===== src/rtl/tbgm_pkg.sv =====
package tbgm_pkg;

   localparam int OPCODE_W = 8;
   localparam int AMOUNT_W = 32;

   // Operation codes as they arrive on the request word.
   localparam logic [2:0] OPC_LOAD   = 3'd0;
   localparam logic [2:0] OPC_START  = 3'd1;
   localparam logic [2:0] OPC_ENTER  = 3'd2;
   localparam logic [2:0] OPC_CHARGE = 3'd3;
   localparam logic [2:0] OPC_RETURN = 3'd4;
   localparam logic [2:0] OPC_HALT   = 3'd5;

   typedef struct packed {
      logic [2:0]          operation;
      logic [OPCODE_W-1:0] opcode;
      logic [AMOUNT_W-1:0] dyn_multiplier;
      logic [AMOUNT_W-1:0] l2_amount;
      logic [AMOUNT_W-1:0] da_amount;
      logic [AMOUNT_W-1:0] l2_extra;
      logic [AMOUNT_W-1:0] da_extra;
      logic                exceptional;
      logic                call_mark;
   } req_word_type;

   typedef struct packed {
      logic                gas_exhausted;
      logic [AMOUNT_W-1:0] l2_left;
      logic [AMOUNT_W-1:0] da_left;
      logic [AMOUNT_W-1:0] reported_l2_left;
      logic [AMOUNT_W-1:0] reported_da_left;
      logic                row_tag;
      logic [OPCODE_W-1:0] row_opcode;
      logic [AMOUNT_W-1:0] opcode_use_total;
   } rsp_word_type;

   // Decoded command class; unused operation codes become a no-op.
   typedef enum logic [2:0] {
      KIND_LOAD,
      KIND_START,
      KIND_ENTER,
      KIND_CHARGE,
      KIND_RETURN,
      KIND_HALT,
      KIND_NOP
   } kind_type;

   typedef struct packed {
      kind_type            kind;
      logic                in_range;
      logic [OPCODE_W-1:0] opcode;
      logic [AMOUNT_W-1:0] mult;
      logic [AMOUNT_W-1:0] amt_l2;
      logic [AMOUNT_W-1:0] amt_da;
      logic [AMOUNT_W-1:0] ext_l2;
      logic [AMOUNT_W-1:0] ext_da;
      logic                exceptional;
      logic                call_mark;
   } cmd_type;

   typedef struct packed {
      logic [AMOUNT_W-1:0] base_l2;
      logic [AMOUNT_W-1:0] base_da;
      logic [AMOUNT_W-1:0] dyn_l2;
      logic [AMOUNT_W-1:0] dyn_da;
      logic                call_mark;
   } cost_entry_type;

endpackage


===== src/rtl/tbgm_cmd_queue.sv =====
module tbgm_cmd_queue
   import tbgm_pkg::*;
(
   input  logic    clock,
   input  logic    reset,
   input  logic    push,
   input  cmd_type push_cmd,
   output logic    full,
   input  logic    pop,
   output cmd_type head_cmd,
   output logic    empty
);

   cmd_type    slot_ff [2];
   logic       wr_ptr_ff, wr_ptr_in;
   logic       rd_ptr_ff, rd_ptr_in;
   logic [1:0] count_ff, count_in;

   assign full     = (count_ff == 2'd2);
   assign empty    = (count_ff == 2'd0);
   assign head_cmd = slot_ff[rd_ptr_ff];

   always_comb begin
      wr_ptr_in = push ? ~wr_ptr_ff : wr_ptr_ff;
      rd_ptr_in = pop ? ~rd_ptr_ff : rd_ptr_ff;
      count_in  = count_ff;
      if (push && !pop) begin
         count_in = count_ff + 2'd1;
      end else if (pop && !push) begin
         count_in = count_ff - 2'd1;
      end
   end

   always_ff @(posedge clock) begin
      if (reset) begin
         wr_ptr_ff <= 1'b0;
         rd_ptr_ff <= 1'b0;
         count_ff  <= 2'd0;
      end else begin
         wr_ptr_ff <= wr_ptr_in;
         rd_ptr_ff <= rd_ptr_in;
         count_ff  <= count_in;
      end
   end

   always_ff @(posedge clock) begin
      if (push) begin
         slot_ff[wr_ptr_ff] <= push_cmd;
      end
   end

endmodule


===== config.mk =====
export PLATFORM = sky130hd
export DESIGN_NAME = tbgm_cmd_queue
export DESIGN_NICKNAME = d
export VERILOG_FILES = /design/src/rtl/tbgm_pkg.sv /design/src/rtl/tbgm_cmd_queue.sv
export SDC_FILE = /design/constraint.sdc
export NUM_CORES = 1
export LEC_CHECK = 0
export BUFFER_PORTS_ARGS = -buffer_cell sky130_fd_sc_hd__buf_2
export CORE_MARGIN = 2
export CORE_UTILIZATION = 55
export CTS_CLUSTER_SIZE = 12
export DETAILED_ROUTE_END_ITERATION = 10
export PLACE_DENSITY = 0.88
export SLEW_MARGIN = 20
export SYNTH_ARGS = -nofsm -noshare
export SYNTH_HDL_FRONTEND = slang
export SYNTH_SLANG_ARGS = --single-unit

===== constraint.sdc =====
create_clock -name clock -period 17.65 [get_ports clock]
set_input_delay 3.53 -clock clock [delete_from_list [all_inputs] [get_ports clock]]
set_output_delay 3.53 -clock clock [all_outputs]
set_load 0.03 [all_outputs]

# Word-level counts from Yosys, hierarchy flattened

Memories as Yosys holds them, arrays and structs flattened. A register that Yosys moved wholly into a read port is not among the register bits.
Index checks and enable logic that the tools add are counted.
W data, S select, Z words.

Flip-flop bits (word level): 4
RAM bits: 348
Input bits: 178
Output and inout bits: 176
Logic and storage cells: 21
Memories: 1

Memories:

| name    | depth | bits a word | read ports | clocked after Yosys merged registers in | write ports | line                 | source |
|---|---|---|---|---|---|---|---|
| slot_ff | 2     | 174         | 1          | 1                                       | 1           | tbgm_cmd_queue.sv:14 | `cmd_type slot_ff [2];` |

Add/subtract/negate cells: 2
Equality and inequality tests: 1
Multiplexer cells: 6
Bitwise operators: 2
Reductions and logical operators: 6

Operator list:

| operator              | number |
|---|---|
| $mux W1               | 4 |
| $mux W2               | 2 |
| $add A2 B1 Y2 const B | 1 |
| $eq A2 B2 Y1 const B  | 1 |
| $logic_and A1 B1 Y1   | 2 |
| $logic_not A1 Y1      | 2 |
| $logic_not A2 Y1      | 1 |
| $not A1 Y1            | 2 |
| $reduce_bool A2 Y1    | 1 |
| $sub A2 B1 Y2 const B | 1 |

# Longest topological paths before layout

Depth in word-level cells: 4
Depth in mapped cells: 5
Mapped depth without buffers: 5

# Worst setup path after synthesis

No wires, ideal clock.

Kind: input -> register
Start: input push
End: memory slot_ff[0][0] in the netlist's numbering, enable pin
Library setup time: 731 ps
Arrival time: 11043 ps
Data required time: 16919 ps
Slack: 5876 ps
Stages: 1
Buffers on the path: 0
Cell sequence: nor2b_1

Word-level cells in the longest chain between the ends: 2

Ends and longest elaborated chain:

| element                       | line                 | source |
|---|---|---|
| start, declared               | tbgm_cmd_queue.sv:6  | `input logic push,` |
| $mux W1                       | tbgm_cmd_queue.sv:47 | `if (push) begin` |
| $mux W1 (not written as such) | tbgm_cmd_queue.sv:48 | `slot_ff[wr_ptr_ff] <= push_cmd;` |
| end, declared                 | tbgm_cmd_queue.sv:14 |  |

No other way between the ends.

==> metrics.yaml <==
ir_drop_v: 0.0000909
num_rows: 55
regArea_mm2: 0.0106
place_congestion: 0.775
grt_max_degree: 81
start_util_pct: 56.3
synth_cells: 563
postCtsHoldBufs: 0
tightestPinTransition_ps: 1070
multi_input_area_mm2: 0.00207
n_fill_cell: 1427
grt-ovfl-total: 0
post_cts_resize_count: 0
cts-root-buf: "clkbuf_16"
drt_pass1_iterations: 4
grt_antenna_before_repair: 4
cts_buffer_depth: 3
cts-htree-levels: 2
seq_area_frac_synth_pct: 82.3
fp.dieH_um: 157
crit_fanout: 74
clk_pin_slew_ps: 60
ant_nets: 0
grt_pass1_vias: 6979
yosys_warnings: 0
skew_ps: 14.9
post_cts.repair.setup_buffers: 0
dieArea_mm2: 0.0246
r2r_slack_ps: 15300
vias: 6600
worstSetupEndpoint: "head_cmd[81]"
layout_setup_ws_ps: 11500
finalHoldViolations: 0
layout_min_cycle_time_ps: 6150
status: "complete, no violations"
use_met3_pct: 7.26
clk_latency_ps: 490
regToRegStartpoint: "wr_ptr_ff$_SDFFE_PP0P_"
reg2regPathDepth: 2
cts_inserted_buffers: 36
finalWirelength_mm: 25.7
synth_seq_cells: 353
port_buffers: 353
worstPathArrival_ps: 2620
syn_area_per_cell_um2: 22.8
grtUsageMet2_pct: 37.0
grt.met1_usage_pct: 21.6
syn2layout_area_growth_pct: 23.5
post-route-period-util_pct: 34.9
nNetsFinal: 1120
drv_cap: 0
ios: 354
netlist.top_cell.by_area: "edfxtp_1"
routedWlPerCell_um: 20.2
finalSetupTns_ps: 0
layout_commonest_cell: "buf_2"
first_iter_violations: 383
critical-path-max-stage-delay_ps: 790
final_util_pct: 69.5
endpoint_kind: "output pin"
drive_above_1_share_pct: 60.3
cts_tree: "done"
r2r-end: "slot_ff[0][109]$_DFFE_PP_"
synth_top_area_share_pct: 81.5
start_kind: "flip-flop"
setup_viol_count_final: 0
cp_data_required_time_ps: 14120
maxSlewViolCount: 0
fmax_mhz: 162
dp_slack_ps: 11960
grt_pass1_wl_mm: 37.6
power.density_mw_per_mm2: 121
final_cell_mix: "353 x buf_2, 348 x edfxtp_1, 174 x mux2_2"
grt.total_usage_pct: 20.3
relSlewSlack_pct: 28.6
p_leak_nw: 5.93
syn_nets: 742
synth.cell_area_mm2: 0.0128
drc: 0
hold_class: "reg2reg"
post_drt_via_cell_ratio: 5.19
hpwl_mm: 16.8
worstSetupPathType: "reg2out"
core_area_mm2: 0.0228
crit_chain: "buf_4, mux2_2, buf_2"
crit_path_top_delay_cell: "buf_4"
total_power_mw: 1.92
rsz0062_at_grt: "no"
cts_sinks: 353
die_w_um: 157
busiest_layer: "met2"
netlist-cell-type-count: 16
synthTopCellsByArea: "edfxtp_1 81%, mux2_2 15%, buf_6 1.6%"
==> logic make-up (layout without fill, tap and decap cells) <==
logic type / after synthesis / count (layout) / synth area share [%]
DFF: 353 / 353 / 82.3
muxes: 174 / 174 / 15.3
buffers and inverters: 20 / 414 / 1.65
and+or+nand+nor: 9 / 9 / 0.351
xor gates and xnor gates: 4 / 4 / 0.273
AOI/OAI and AO/OA: 2 / 2 / 0.0780
adders and majority gates: 1 / 1 / 0.0976
other: 0 / 1 / 0
==> through the flow <==
stage               cells  hold slack, ps  instance area, um2
floorplan             563             462               12800
global placement     1216             478               14800
detailed placement   1216             497               14800
CTS                  1270             506               15800
global route         1271             535               15800
finish               1271             503               15800
==> worst max-delay path: cells and delay by family (launching register included) <==
kind,cells,cell delay [ps]
multiplexers,1,440
flip-flops,1,630
buffers and inverters,2,970
==> per-layer routing <==
metal	share of wire, %	vias up
li1	-	2991
met1	34	3253
met2	53	291
met3	9.7	61
met4	2.7	4
met5	0.10	-
==> power breakdown <==
part	switching [mW]	internal, mW	total [mW]
Combinational	0.174	0.0901	0.264
Sequential	0.0154	0.980	0.996
Clock	0.273	0.384	0.657
Total	0.462	1.45	1.92
==> flip-flops by register name, summed over array words and instances, names as in the netlist, named ones only <==
name,count
slot_ff,348
wr_ptr_ff,1
count_ff,2
rd_ptr_ff,1
==> worst min path at each step <==
stage	slack, ps	endpoint	cells past startpoint	from
finish	500	count_ff[1]$_SDFFE_PP0P_	2	count_ff[1]$_SDFFE_PP0P_
detailed placement	500	count_ff[1]$_SDFFE_PP0P_	2	count_ff[1]$_SDFFE_PP0P_
floorplan	460	count_ff[1]$_SDFFE_PP0P_	2	count_ff[1]$_SDFFE_PP0P_
global placement	480	count_ff[1]$_SDFFE_PP0P_	2	count_ff[1]$_SDFFE_PP0P_
global route	540	count_ff[1]$_SDFFE_PP0P_	2	count_ff[1]$_SDFFE_PP0P_
CTS	510	count_ff[1]$_SDFFE_PP0P_	2	count_ff[1]$_SDFFE_PP0P_
==> layout make-up <==
cell class,instances,share of cell area [%]
Antenna cell,1,0.0158
Clock buffer,50,6.22
Clock inverter,4,0.118
Inverter,1,0.0237
Multi-Input combinational cell,190,13.1
Sequential cell,353,66.6
Tap cell,313,2.47
Timing Repair Buffer,359,11.4
==> synth_stat cells <==
library cell / count
mux2_2: 174
or3_1: 1
xnor2_1: 2
o21ai_0: 1
and2b_1: 1
dfxtp_1: 5
xor2_1: 2
ha_1: 1
a21oi_1: 1
inv_1: 1
nor2b_1: 1
edfxtp_1: 348
nor2_1: 5
buf_2: 1
buf_6: 18
and2_1: 1
Note: power is estimated with default switching activity, not from simulation.
